[src/mepg_pkg.sv]
// Shared types and codes for the midpoint ellipse point generator.
`timescale 1ns / 1ps

package mepg_pkg;

    // Width of the rectangle size fields on the input channel.
    localparam int RECT_W = 12;
    // Width of coordinates on both channels.
    localparam int COORD_W = 16;
    // Width of the colour word.
    localparam int COLOR_W = 32;
    // Default number of size bits that are honored.
    localparam int SIZE_BITS_DEFAULT = 12;

    // Operation codes of an input word.
    localparam logic OP_START = 1'b0;
    localparam logic OP_STEP  = 1'b1;

    // Result kinds.
    localparam logic [1:0] KIND_PIXEL = 2'd0;
    localparam logic [1:0] KIND_LINE  = 2'd1;
    localparam logic [1:0] KIND_EDGE  = 2'd2;

    // One result word as it leaves the block.
    typedef struct packed {
        logic [1:0]                kind;
        logic signed [COORD_W-1:0] point_x;
        logic signed [COORD_W-1:0] point_y;
        logic signed [COORD_W-1:0] end_x;
        logic signed [COORD_W-1:0] end_y;
        logic [COLOR_W-1:0]        color;
        logic                      last;
        logic                      done_res;
    } word_t;

endpackage

[src/midpoint_ellipse_point_generator.sv]
// Top level of the midpoint ellipse point generator: sequencer and walk state.
`timescale 1ns / 1ps

// Midpoint ellipse point generator. A start word with a rectangle sets up the
// walk through the setup states SU_AA to SU_E and produces nothing, or, when a
// radius is zero, one edge line word that passes through the edge state and the
// output register, with the block ready again once that register takes it.
// Each step word produces four mirrored point words at one per cycle while the
// result side takes them, followed by the update states UPD1 to UPD3 and, when
// the walk moves a row or column, UPD4; the step that crosses into the second
// region first passes through its setup states R2_D to R2_E, and the final step
// yields one done word. One registered multiplier forms every product of the
// walk, and there is a single result port. The block takes no input word while
// it works; the colour register may be written while idle.
module midpoint_ellipse_point_generator #(
    parameter int SIZE_BITS = mepg_pkg::SIZE_BITS_DEFAULT
) (
    input  logic                                   aclk,
    input  logic                                   aresetn,
    // Configuration write channel.
    input  logic                                   cfg_valid,
    output logic                                   cfg_ready,
    input  logic [mepg_pkg::COLOR_W-1:0]           cfg_data,
    // Input channel.
    input  logic                                   s_valid,
    output logic                                   s_ready,
    input  logic                                   s_op,
    input  logic signed [mepg_pkg::COORD_W-1:0]    s_rect_x,
    input  logic signed [mepg_pkg::COORD_W-1:0]    s_rect_y,
    input  logic [mepg_pkg::RECT_W-1:0]            s_rect_w,
    input  logic [mepg_pkg::RECT_W-1:0]            s_rect_h,
    // Result channel.
    output logic                                   m_valid,
    input  logic                                   m_ready,
    output logic [1:0]                             m_kind,
    output logic signed [mepg_pkg::COORD_W-1:0]    m_point_x,
    output logic signed [mepg_pkg::COORD_W-1:0]    m_point_y,
    output logic signed [mepg_pkg::COORD_W-1:0]    m_end_x,
    output logic signed [mepg_pkg::COORD_W-1:0]    m_end_y,
    output logic [mepg_pkg::COLOR_W-1:0]           m_color,
    output logic                                   m_last,
    output logic                                   m_done_res
);

    import mepg_pkg::*;

    // Honored size bits, radius, walk, multiplier and error widths.
    localparam int USED_W = (SIZE_BITS < RECT_W) ? SIZE_BITS : RECT_W;
    localparam int RAD_W  = USED_W;
    localparam int WALK_W = RAD_W + 2;
    localparam int MA_W   = 2 * RAD_W + 2;
    localparam int MB_W   = WALK_W;
    localparam int P_W    = MA_W + MB_W;
    localparam int ERR_W  = P_W + 2;

    typedef enum logic [1:0] {
        PH_IDLE,
        PH_R1,
        PH_R2,
        PH_DONE
    } phase_t;

    typedef enum logic [4:0] {
        ST_IDLE,
        ST_SU_AA,
        ST_SU_BB,
        ST_SU_D,
        ST_SU_S,
        ST_SU_E,
        ST_CHECK,
        ST_R2_D,
        ST_R2_S,
        ST_R2_E,
        ST_EMIT,
        ST_UPD1,
        ST_UPD2,
        ST_UPD3,
        ST_UPD4,
        ST_EDGE,
        ST_DONE
    } state_t;

    state_t                    state_reg, state_next;
    phase_t                    phase_reg, phase_next;
    logic [1:0]                cnt_reg, cnt_next;
    logic                      changed_reg, changed_next;
    logic [COLOR_W-1:0]        color_reg;
    logic [RAD_W-1:0]          rad_a_reg, rad_a_next;
    logic [RAD_W-1:0]          rad_b_reg, rad_b_next;
    logic signed [WALK_W-1:0]  walk_x_reg, walk_x_next;
    logic signed [WALK_W-1:0]  walk_y_reg, walk_y_next;
    logic signed [ERR_W-1:0]   err_reg, err_next;
    logic signed [ERR_W-1:0]   stop_x_reg, stop_x_next;
    logic signed [ERR_W-1:0]   stop_y_reg, stop_y_next;
    logic signed [MA_W-1:0]    a2_reg, a2_next;
    logic signed [MA_W-1:0]    b2_reg, b2_next;
    logic signed [COORD_W-1:0] cx_reg, cx_next;
    logic signed [COORD_W-1:0] cy_reg, cy_next;
    logic [1:0]                odd_reg, odd_next;
    word_t                     edge_reg, edge_next;

    logic [RECT_W-1:0]         w_in, h_in;
    logic [RAD_W-1:0]          a_in, b_in;
    logic signed [MA_W-1:0]    mul_a;
    logic signed [MB_W-1:0]    mul_b;
    logic signed [P_W-1:0]     mul_p;
    logic signed [ERR_W-1:0]   prod_ext;
    logic                      out_load, out_free;
    word_t                     out_word, pt_word, res_word;
    logic signed [COORD_W-1:0] x_plus, x_minus, y_plus, y_minus;

    // Configuration is always taken.
    assign cfg_ready = 1'b1;

    // Input words are taken only while the sequencer waits.
    assign s_ready = (state_reg == ST_IDLE);

    // Rectangle size reduced to the honored bits, and the radii from it.
    assign w_in = RECT_W'(s_rect_w[USED_W-1:0]);
    assign h_in = RECT_W'(s_rect_h[USED_W-1:0]);
    assign a_in = RAD_W'(w_in >> 1);
    assign b_in = RAD_W'(h_in >> 1);

    assign prod_ext = ERR_W'(mul_p);

    mepg_mul #(
        .A_W (MA_W),
        .B_W (MB_W)
    ) u_mul (
        .aclk    (aclk),
        .op_a    (mul_a),
        .op_b    (mul_b),
        .product (mul_p)
    );

    // Operand selection for the shared multiplier, by sequencer state.
    always_comb begin
        mul_a = '0;
        mul_b = '0;
        unique case (state_reg)
            ST_SU_AA: begin
                mul_a = MA_W'(rad_a_reg);
                mul_b = MB_W'(rad_a_reg);
            end
            ST_SU_BB: begin
                mul_a = MA_W'(rad_b_reg);
                mul_b = MB_W'(rad_b_reg);
            end
            ST_SU_D: begin
                mul_a = a2_reg >>> 1;
                mul_b = MB_W'(rad_b_reg);
            end
            ST_SU_S: begin
                mul_a = a2_reg;
                mul_b = MB_W'(rad_b_reg);
            end
            ST_R2_D: begin
                mul_a = b2_reg >>> 1;
                mul_b = MB_W'(rad_a_reg);
            end
            ST_R2_S: begin
                mul_a = b2_reg;
                mul_b = MB_W'(rad_a_reg);
            end
            ST_UPD1: begin
                if (phase_reg == PH_R1) begin
                    mul_a = b2_reg;
                    mul_b = walk_x_reg;
                end else begin
                    mul_a = a2_reg;
                    mul_b = walk_y_reg;
                end
            end
            ST_UPD3: begin
                if (phase_reg == PH_R1) begin
                    mul_a = a2_reg;
                    mul_b = walk_y_reg - WALK_W'(1);
                end else begin
                    mul_a = b2_reg;
                    mul_b = walk_x_reg - WALK_W'(1);
                end
            end
            default: begin
                mul_a = '0;
                mul_b = '0;
            end
        endcase
    end

    // The four mirrored points of the current walk position.
    assign x_plus  = cx_reg + COORD_W'(walk_x_reg) - COORD_W'(odd_reg[0]);
    assign x_minus = cx_reg - COORD_W'(walk_x_reg);
    assign y_plus  = cy_reg + COORD_W'(walk_y_reg) - COORD_W'(odd_reg[1]);
    assign y_minus = cy_reg - COORD_W'(walk_y_reg);

    always_comb begin
        pt_word.kind     = changed_reg ? KIND_LINE : KIND_PIXEL;
        pt_word.point_x  = (cnt_reg == 2'd0 || cnt_reg == 2'd3) ? x_plus : x_minus;
        pt_word.point_y  = (cnt_reg == 2'd0 || cnt_reg == 2'd1) ? y_plus : y_minus;
        pt_word.end_x    = changed_reg ? cx_reg : '0;
        pt_word.end_y    = changed_reg ? cy_reg : '0;
        pt_word.color    = color_reg;
        pt_word.last     = (cnt_reg == 2'd3);
        pt_word.done_res = 1'b0;
    end

    // Word offered to the output register.
    always_comb begin
        out_load = 1'b0;
        out_word = pt_word;
        unique case (state_reg)
            ST_EMIT: begin
                out_load = 1'b1;
                out_word = pt_word;
            end
            ST_EDGE: begin
                out_load = 1'b1;
                out_word = edge_reg;
                out_word.color = color_reg;
            end
            ST_DONE: begin
                out_load          = 1'b1;
                out_word          = '0;
                out_word.kind     = KIND_PIXEL;
                out_word.color    = color_reg;
                out_word.last     = 1'b1;
                out_word.done_res = 1'b1;
            end
            default: begin
                out_load = 1'b0;
                out_word = pt_word;
            end
        endcase
    end

    // Sequencer: setup, region checks, point emission, walk update and the edge and done words.
    always_comb begin
        state_next   = state_reg;
        phase_next   = phase_reg;
        cnt_next     = cnt_reg;
        changed_next = changed_reg;
        rad_a_next   = rad_a_reg;
        rad_b_next   = rad_b_reg;
        walk_x_next  = walk_x_reg;
        walk_y_next  = walk_y_reg;
        err_next     = err_reg;
        stop_x_next  = stop_x_reg;
        stop_y_next  = stop_y_reg;
        a2_next      = a2_reg;
        b2_next      = b2_reg;
        cx_next      = cx_reg;
        cy_next      = cy_reg;
        odd_next     = odd_reg;
        edge_next    = edge_reg;

        unique case (state_reg)
            ST_IDLE: begin
                if (s_valid) begin
                    if (s_op == OP_START) begin
                        rad_a_next = a_in;
                        rad_b_next = b_in;
                        edge_next          = '0;
                        edge_next.kind     = KIND_EDGE;
                        edge_next.point_x  = s_rect_x;
                        edge_next.point_y  = s_rect_y;
                        edge_next.last     = 1'b1;
                        edge_next.done_res = 1'b1;
                        if (a_in == '0) begin
                            // Vertical edge line down the left side.
                            edge_next.end_x = s_rect_x;
                            edge_next.end_y = s_rect_y + COORD_W'(h_in) - COORD_W'(1);
                            phase_next = PH_IDLE;
                            state_next = ST_EDGE;
                        end else if (b_in == '0) begin
                            // Horizontal edge line along the top.
                            edge_next.end_x = s_rect_x + COORD_W'(w_in) - COORD_W'(1);
                            edge_next.end_y = s_rect_y;
                            phase_next = PH_IDLE;
                            state_next = ST_EDGE;
                        end else begin
                            cx_next      = s_rect_x + COORD_W'(a_in);
                            cy_next      = s_rect_y + COORD_W'(b_in);
                            odd_next     = {!h_in[0], !w_in[0]};
                            walk_x_next  = '0;
                            walk_y_next  = WALK_W'(b_in);
                            stop_y_next  = '0;
                            changed_next = 1'b0;
                            phase_next   = PH_R1;
                            state_next   = ST_SU_AA;
                        end
                    end else begin
                        state_next = ST_CHECK;
                    end
                end
            end
            ST_SU_AA: begin
                state_next = ST_SU_BB;
            end
            ST_SU_BB: begin
                a2_next    = MA_W'(mul_p <<< 1);
                state_next = ST_SU_D;
            end
            ST_SU_D: begin
                b2_next    = MA_W'(mul_p <<< 1);
                state_next = ST_SU_S;
            end
            ST_SU_S: begin
                err_next   = prod_ext;
                state_next = ST_SU_E;
            end
            ST_SU_E: begin
                stop_x_next = prod_ext;
                state_next  = ST_IDLE;
            end
            ST_CHECK: begin
                unique case (phase_reg)
                    PH_R1: begin
                        if (stop_y_reg <= stop_x_reg) begin
                            state_next = ST_EMIT;
                        end else begin
                            state_next = ST_R2_D;
                        end
                    end
                    PH_R2: begin
                        if (stop_y_reg >= stop_x_reg) begin
                            state_next = ST_EMIT;
                        end else begin
                            phase_next = PH_DONE;
                            state_next = ST_DONE;
                        end
                    end
                    PH_DONE: begin
                        state_next = ST_DONE;
                    end
                    default: begin
                        state_next = ST_IDLE;
                    end
                endcase
            end
            ST_R2_D: begin
                walk_x_next  = WALK_W'(rad_a_reg);
                walk_y_next  = '0;
                stop_x_next  = '0;
                changed_next = 1'b0;
                phase_next   = PH_R2;
                state_next   = ST_R2_S;
            end
            ST_R2_S: begin
                err_next   = prod_ext;
                state_next = ST_R2_E;
            end
            ST_R2_E: begin
                stop_y_next = prod_ext;
                state_next  = ST_CHECK;
            end
            ST_EMIT: begin
                if (out_free) begin
                    if (cnt_reg == 2'd3) begin
                        cnt_next     = '0;
                        changed_next = 1'b0;
                        state_next   = ST_UPD1;
                    end else begin
                        cnt_next = cnt_reg + 2'd1;
                    end
                end
            end
            ST_UPD1: begin
                if (phase_reg == PH_R1) begin
                    walk_x_next = walk_x_reg + WALK_W'(1);
                end else begin
                    walk_y_next = walk_y_reg + WALK_W'(1);
                end
                state_next = ST_UPD2;
            end
            ST_UPD2: begin
                err_next = err_reg - prod_ext;
                if (phase_reg == PH_R1) begin
                    stop_y_next = stop_y_reg + ERR_W'(b2_reg);
                end else begin
                    stop_x_next = stop_x_reg + ERR_W'(a2_reg);
                end
                state_next = ST_UPD3;
            end
            ST_UPD3: begin
                // Region one moves a row on a non-positive error, region two
                // moves a column on a negative one.
                if (phase_reg == PH_R1) begin
                    if (err_reg[ERR_W-1] || err_reg == '0) begin
                        state_next = ST_UPD4;
                    end else begin
                        state_next = ST_IDLE;
                    end
                end else begin
                    if (err_reg[ERR_W-1]) begin
                        state_next = ST_UPD4;
                    end else begin
                        state_next = ST_IDLE;
                    end
                end
            end
            ST_UPD4: begin
                err_next     = err_reg + prod_ext;
                changed_next = 1'b1;
                if (phase_reg == PH_R1) begin
                    walk_y_next = walk_y_reg - WALK_W'(1);
                    stop_x_next = stop_x_reg - ERR_W'(a2_reg);
                end else begin
                    walk_x_next = walk_x_reg - WALK_W'(1);
                    stop_y_next = stop_y_reg - ERR_W'(b2_reg);
                end
                state_next = ST_IDLE;
            end
            ST_EDGE: begin
                if (out_free) begin
                    state_next = ST_IDLE;
                end
            end
            ST_DONE: begin
                if (out_free) begin
                    phase_next = PH_IDLE;
                    state_next = ST_IDLE;
                end
            end
            default: begin
                state_next = ST_IDLE;
            end
        endcase
    end

    // State, walk registers and the colour register.
    always_ff @(posedge aclk) begin
        if (!aresetn) begin
            state_reg   <= ST_IDLE;
            phase_reg   <= PH_IDLE;
            cnt_reg     <= '0;
            changed_reg <= 1'b0;
            color_reg   <= '0;
        end else begin
            state_reg   <= state_next;
            phase_reg   <= phase_next;
            cnt_reg     <= cnt_next;
            changed_reg <= changed_next;
            if (cfg_valid && cfg_ready) begin
                color_reg <= cfg_data;
            end
        end
        rad_a_reg  <= rad_a_next;
        rad_b_reg  <= rad_b_next;
        walk_x_reg <= walk_x_next;
        walk_y_reg <= walk_y_next;
        err_reg    <= err_next;
        stop_x_reg <= stop_x_next;
        stop_y_reg <= stop_y_next;
        a2_reg     <= a2_next;
        b2_reg     <= b2_next;
        cx_reg     <= cx_next;
        cy_reg     <= cy_next;
        odd_reg    <= odd_next;
        edge_reg   <= edge_next;
    end

    mepg_obuf u_obuf (
        .aclk    (aclk),
        .aresetn (aresetn),
        .load    (out_load),
        .din     (out_word),
        .free    (out_free),
        .m_valid (m_valid),
        .m_ready (m_ready),
        .dout    (res_word)
    );

    assign m_kind     = res_word.kind;
    assign m_point_x  = res_word.point_x;
    assign m_point_y  = res_word.point_y;
    assign m_end_x    = res_word.end_x;
    assign m_end_y    = res_word.end_y;
    assign m_color    = res_word.color;
    assign m_last     = res_word.last;
    assign m_done_res = res_word.done_res;

endmodule

[src/mepg_mul.sv]
// Shared signed multiplier with a registered product.
`timescale 1ns / 1ps

module mepg_mul #(
    parameter int A_W = 26,
    parameter int B_W = 14
) (
    input  logic                     aclk,
    input  logic signed [A_W-1:0]    op_a,
    input  logic signed [B_W-1:0]    op_b,
    output logic signed [A_W+B_W-1:0] product
);

    logic signed [A_W+B_W-1:0] product_reg;

    // The product is ready in the cycle after the operands are presented.
    always_ff @(posedge aclk) begin
        product_reg <= (A_W+B_W)'(op_a) * (A_W+B_W)'(op_b);
    end

    assign product = product_reg;

endmodule

[src/mepg_obuf.sv]
// Output register that holds one result word toward the result channel.
`timescale 1ns / 1ps

module mepg_obuf (
    input  logic            aclk,
    input  logic            aresetn,
    input  logic            load,
    input  mepg_pkg::word_t din,
    output logic            free,
    output logic            m_valid,
    input  logic            m_ready,
    output mepg_pkg::word_t dout
);

    import mepg_pkg::*;

    logic  valid_reg;
    word_t data_reg;

    // A new word may enter when the register is empty or being drained.
    assign free = !valid_reg || m_ready;

    always_ff @(posedge aclk) begin
        if (!aresetn) begin
            valid_reg <= 1'b0;
        end else if (load && free) begin
            valid_reg <= 1'b1;
        end else if (m_ready) begin
            valid_reg <= 1'b0;
        end
    end

    always_ff @(posedge aclk) begin
        if (load && free) begin
            data_reg <= din;
        end
    end

    assign m_valid = valid_reg;
    assign dout    = data_reg;

endmodule
[config.mk]
export PLATFORM = sky130hd
export DESIGN_NAME = midpoint_ellipse_point_generator
export DESIGN_NICKNAME = d
export VERILOG_FILES = /design/src/mepg_pkg.sv /design/src/midpoint_ellipse_point_generator.sv /design/src/mepg_mul.sv /design/src/mepg_obuf.sv
export SDC_FILE = /design/constraint.sdc
export NUM_CORES = 2
export LEC_CHECK = 0
export BUFFER_PORTS_ARGS = -buffer_cell sky130_fd_sc_hd__buf_2
export CAP_MARGIN = 10
export CELL_PAD_IN_SITES_DETAIL_PLACEMENT = 1
export CELL_PAD_IN_SITES_GLOBAL_PLACEMENT = 1
export CORE_MARGIN = 5
export CORE_UTILIZATION = 40
export CTS_CLUSTER_DIAMETER = 100
export DETAILED_ROUTE_END_ITERATION = 10
export GPL_ROUTABILITY_DRIVEN = 1
export PLACE_DENSITY = 0.77
export SETUP_SLACK_MARGIN = 0.05
export SKIP_CTS_REPAIR_TIMING = 1
export SYNTH_ARGS = -nofsm -noshare
export SYNTH_HDL_FRONTEND = slang
export SYNTH_SLANG_ARGS = --single-unit
[constraint.sdc]
create_clock -name aclk -period 11.2 [get_ports aclk]
set_clock_uncertainty 0.1 [all_clocks]
set_input_delay 2.24 -clock aclk [delete_from_list [all_inputs] [get_ports aclk]]
set_output_delay 2.24 -clock aclk [all_outputs]
set_load 0.01 [all_outputs]
-- After elaboration in Yosys (flattened, before gate mapping)
Index checks and enable logic that the tools add are counted.
Widths: inputs -> output; s select.
- bits in registers: 507
- bits of input ports: 94
- output and inout port bits: 103
- word-level logic and storage cells: 204
- add/subtract/negate cells: 23
- $mul: 1
- $lt $le $gt $ge: 2
- equality and inequality tests: 37
- multiplexer cells: 72
- bitwise logic cells: 3
- reductions and logical operators: 35
- operator list (operator ; count):
    $mux 42 ; 8
    $pmux 42 s4 ; 2
    $pmux 26 s8 ; 1
    $pmux 100 s2 ; 1
    $mux 14 ; 14
    $pmux 14 s4 ; 3
    $pmux 42 s3 ; 1
    $add 42x26->42 ; 2
    $sub 42x26->42 ; 2
    $pmux 5 s14 ; 1
    $mux 16 ; 4
    $mux 32 ; 2
    $mux 26 ; 2
    $add 42x40->42 ; 1
    $ge 42x42->1 ; 1
    $le 42x42->1 ; 1
    $logic_not 42->1 ; 1
    $sub 42x40->42 ; 1
    $eq 5x4->1 const B ; 8
    $mul 26x14->40 ; 1
    $mux 5 ; 7
    $add 16x11->16 ; 2
    $add 16x12->16 ; 2
    $add 16x16->16 ; 2
    38 further kinds ; 103

-- Logic depth before layout (Yosys ltp)
- depth in word-level cells: 6
- gate-level depth with buffers: 34
- gate-level depth less buffers: 34

-- Hierarchy
A second synthesis with hierarchy kept.
- cells, all modules: 5239
- area, all modules: 48811.8 um^2
- modules (own cells, without submodules) (module ; times used ; cells each ; area an instance (um^2) ; sequential area each (um^2)):
    midpoint_ellipse_point_generator ; 1 ; 3637 ; 32087.0 ; 10570.1
    mepg_mul ; 1 ; 1497 ; 13664.4 ; 800.8
    mepg_obuf ; 1 ; 105 ; 3060.4 ; 3022.9

-- Least setup slack after synthesis
No wires, ideal clock.
- path type: register to register
- start: register state_reg[2]
- end: register u_mul.product_reg[37] (netlist: u_mul.product[37])
- setup time: 0.072 ns
- data arrival time: 8.367 ns
- required time: 11.028 ns
- setup slack: 2.661 ns
- cell stages (with the launch flop): 30
- buffers on the path: 3
- clock period less this slack: 8.539 ns
- path through: dfxtp_1 > buf_2 > inv_1 > nand2_1 > nor3_1 > clkbuf_1 > a22oi_1 > nand3_1 > clkbuf_1 > nand2_1 > fa_1 > inv_1 > fa_1 > fa_1 > fa_1 > fa_1 > inv_1 > fa_1 > inv_1 > ha_1 > and3_1 > a221oi_2 > o21ai_0 > o21ai_1 > a21oi_1 > o41ai_2 > a31oi_1 > a21bo_2 > a21oi_1 > xnor2_1
- word-level cells in the longest chain between the ends: 4
- elaborated cells on any way between the ends: 13
- classes of those cells: mul (1); eq/ne (8); mux (2); reduce/logical (2)
- ends and longest elaborated chain (what ; RTL line ; source):
    from (decl) ; midpoint_ellipse_point_generator.sv:83 ; state_t state_reg, state_next;
    from (signal assigned) ; midpoint_ellipse_point_generator.sv:439 ; state_reg <= state_next;
    $eq 5x4->1 (tied with other cells) ; midpoint_ellipse_point_generator.sv:140 ; unique case (state_reg)
    $reduce_or 3->1 (no source line) ; - ;
    $pmux 14 s4 ; midpoint_ellipse_point_generator.sv:140 ;
    $mul 26x14->40 * ; mepg_mul.sv:18 ; product_reg <= (A_W+B_W)'(op_a) * (A_W+B_W)'(op_b);
    to (signal assigned) ; mepg_mul.sv:18 ;
    to (decl) ; mepg_mul.sv:14 ; logic signed [A_W+B_W-1:0] product_reg;
Mark *: on every way between the ends. The rest lies on a longest branch, timed or not.
A chain may end at the register's enable or synchronous reset.

-- Worst setup path after layout
Ends and elaborated chain as after synthesis.

==> flow_metrics.tcl <==
set metrics [dict create \
    outcome "finished, final reports clean" \
    drt_iter0_markers 3377 \
    worstSkewPairLatency_ns 0.65 \
    worstPathRequired_ns 11.64 \
    place_ws_ns 1.64 \
    path_class "reg2reg" \
    cp-end-kind "flip-flop" \
    max_stage_delay_ns 0.84 \
    crit_top_cell "fa_1" \
    grt_overflow 0 \
    rr_worst_depth 27 \
    final_cell_mix "680 x inv_1, 536 x nand2_1, 431 x ha_1, 424 x edfxtp_1, 351 x fa_1" \
    finalSetupViolations 0 \
    synthArstFlopShare_pct 0 \
    cp-startpoint "state_reg[2]" \
    cp.depth 27 \
    largest_reg_flops 100 \
    h-tree-depth 3 \
    fin_tns_setup_ns 0 \
    drv_slew 0 \
    clock-root-buffer "clkbuf_16" \
    ant_nets 0 \
    synthTopCellsByArea "edfxtp_1 26%, fa_1 15%, ha_1 11%, inv_1 5.3%, xnor2_1 4.3%" \
    wire_per_inst_um 23.1 \
    grt_usage_pct 24.9 \
    drc_errors 0 \
    cp_num_buf_inv 4 \
    peakVddDrop_mv 0.124 \
    vias_per_cell 5.81 \
    layout_commonest_cell "inv_1" \
    grt_pass1_wl_mm 251 \
    clock_sink_count 507 \
    r2r_start "state_reg[2]" \
    area_growth_syn_to_layout_pct 10.6 \
    layout-drive-gt1-share_pct 7.90 \
    fin_crit_sh_pct 86.9 \
    clkSlewWorstSetupHoldPaths_ns 0.06 \
    final.fill_count 13800 \
    dieWidth_um 358 \
    cap_violations 0 \
    core.rowCount 127 \
    power_density_nw_per_um2 233 \
    wirelength_mm 162 \
    syn_area_per_cell_sq_um 9.28 \
    ioPinCount 197 \
    synth_area_leader_cell "edfxtp_1" \
    hold_viol 0 \
    via_count 40700 \
    die_y_um 358 \
    rsz0062_at_grt "false" \
    min-delay-start "color_reg[5]" \
    crit_path_start_kind "flip-flop" \
    ys.flop_type "edfxtp_1" \
    crit_family "adder cells" \
    whs_path_depth 0 \
    dp_hpwl_mm 125 \
    ys_seq_area_share_pct 29.7 \
    synth_cell_types 96 \
    grt_max_degree 88 \
    worst_slew_pin_slew_ns 1.33 \
    nNetsFinal 6217 \
    synth_seq_cells 507 \
    fmax_mhz 103 \
    arrival_ns 10.18 \
    cp_max_fo 22 \
    min_period_ns 9.73 \
    netlist_instances 5217 \
    cts_tree "built" \
    antenna_found_initial 3 \
    clock_path_buffers 3 \
    grt_pass1_vias 42900 \
    gp_congestion 0.917 \
    cts_buffers 66 \
    initial_core_util_pct 40.3 \
    syn_area_sq_um 48400 \
    core_area_sq_um 120000 \
    fin_ws_ns 1.47 \
    p_leak_uw 0.0233 \
    slowest_stage "dfxtp_1" \
    post-synth-top-area-fraction_pct 26.3 \
    worstHoldPathType "reg2reg" \
    slew_headroom_pct 10.6 \
    ys_warn_count 0 \
    synth_edf_count 424 \
    firstDrtPassIters 6 \
    placement.io_buffers 195 \
    fp.dieArea_sq_um 128000 \
]
[synthesized netlist by cell type (87+ instances only)]
| cell | number |
|---|---|
| a21o_1 | 120 |
| a21oi_1 | 302 |
| clkbuf_1 | 162 |
| edfxtp_1 | 424 |
| fa_1 | 351 |
| ha_1 | 431 |
| inv_1 | 680 |
| nand2_1 | 536 |
| nand3_1 | 87 |
| nor2_1 | 324 |
| o21ai_0 | 309 |
| xnor2_1 | 239 |
| xor2_1 | 121 |
[metrics by stage]
step | instance area, sq um | hold WS (ns) | std cells | total power [uW] | utilization (%)
2_1_floorplan | 48400 | 0.308 | 5218 | 7980 | -
3_3_place_gp | 51200 | 0.309 | 6884 | 9760 | 42.6
3_5_place_dp | 51200 | 0.317 | 6884 | 10100 | 42.6
4_1_cts | 53500 | 0.329 | 7005 | 12400 | 44.5
5_1_grt | 53500 | 0.335 | 7007 | 13400 | 44.6
6_report | 53500 | 0.325 | 7007 | 12400 | 44.6
[worst register-to-register path, stage by stage (launching register included)]
cell       delay (ns)
dfxtp_1          0.84
inv_1            0.25
nand2_1          0.27
a32oi_1          0.14
nor2_1           0.79
a222oi_1         0.42
nand2_1          0.73
nand2_1          0.17
fa_1             0.55
inv_1            0.07
fa_1             0.56
fa_1             0.44
fa_1             0.40
fa_1             0.55
inv_1            0.06
fa_1             0.47
inv_1            0.04
ha_1             0.34
a21o_1           0.21
a2111oi_0        0.37
o21ai_0          0.20
o21ai_1          0.22
a21oi_1          0.18
o41ai_2          0.42
a31oi_1          0.27
a21bo_2          0.26
a21oi_1          0.18
xnor2_1          0.16
[per-layer routing]
metal  up-vias  share of wire (%)  track usage (%)
met5         -                  0                0
met4         0                3.3             8.02
met3       268                6.6             3.11
met2      1410                 47             41.4
met1     20700                 43             33.9
li1      18400                  -                -
[where the power goes]
group          leakage [uW]  switching [uW]  internal, uW
logic                0.0176            4410          2740
clock network       0.00109             917          1330
registers           0.00456             493          2560
[final timing paths]
kind / end / slack (ns)
max: u_mul.product[37] / 1.47
min: u_obuf.dout[7] / 0.32
max reg2reg: u_mul.product[37] / 1.47
min reg2reg: u_obuf.dout[7] / 0.32
[layout make-up]
cell class                      instances  area, sq um  share of cell area (%)
Antenna cell                            1         2.50                 0.00468
Tap cell                             1612         2020                    3.77
Clock inverter                         31          409                   0.764
Sequential cell                       507        14400                    26.9
Inverter                              681         2560                    4.78
Multi-Input combinational cell       3834        30900                    57.7
Timing Repair Buffer                  251         1400                    2.62
Clock buffer                           90         1870                    3.49
[kinds of logic (layout without fill, tap and decap cells)]
family                   after synthesis  in the layout  share of synthesized area [%]
AO/OA/AOI/OAI                       1257           1257                           17.0
multiplexers                          46             46                          0.977
other                                  2              4                         0.0155
XOR/XNOR                             360            360                           6.51
buffers and inverters                877           1053                           6.83
adder cells (fa/ha/maj)              782            782                           25.7
flip-flops                           507            507                           29.7
AND/OR/NAND/NOR                     1386           1386                           13.3
(Power assumes the default switching activity.)
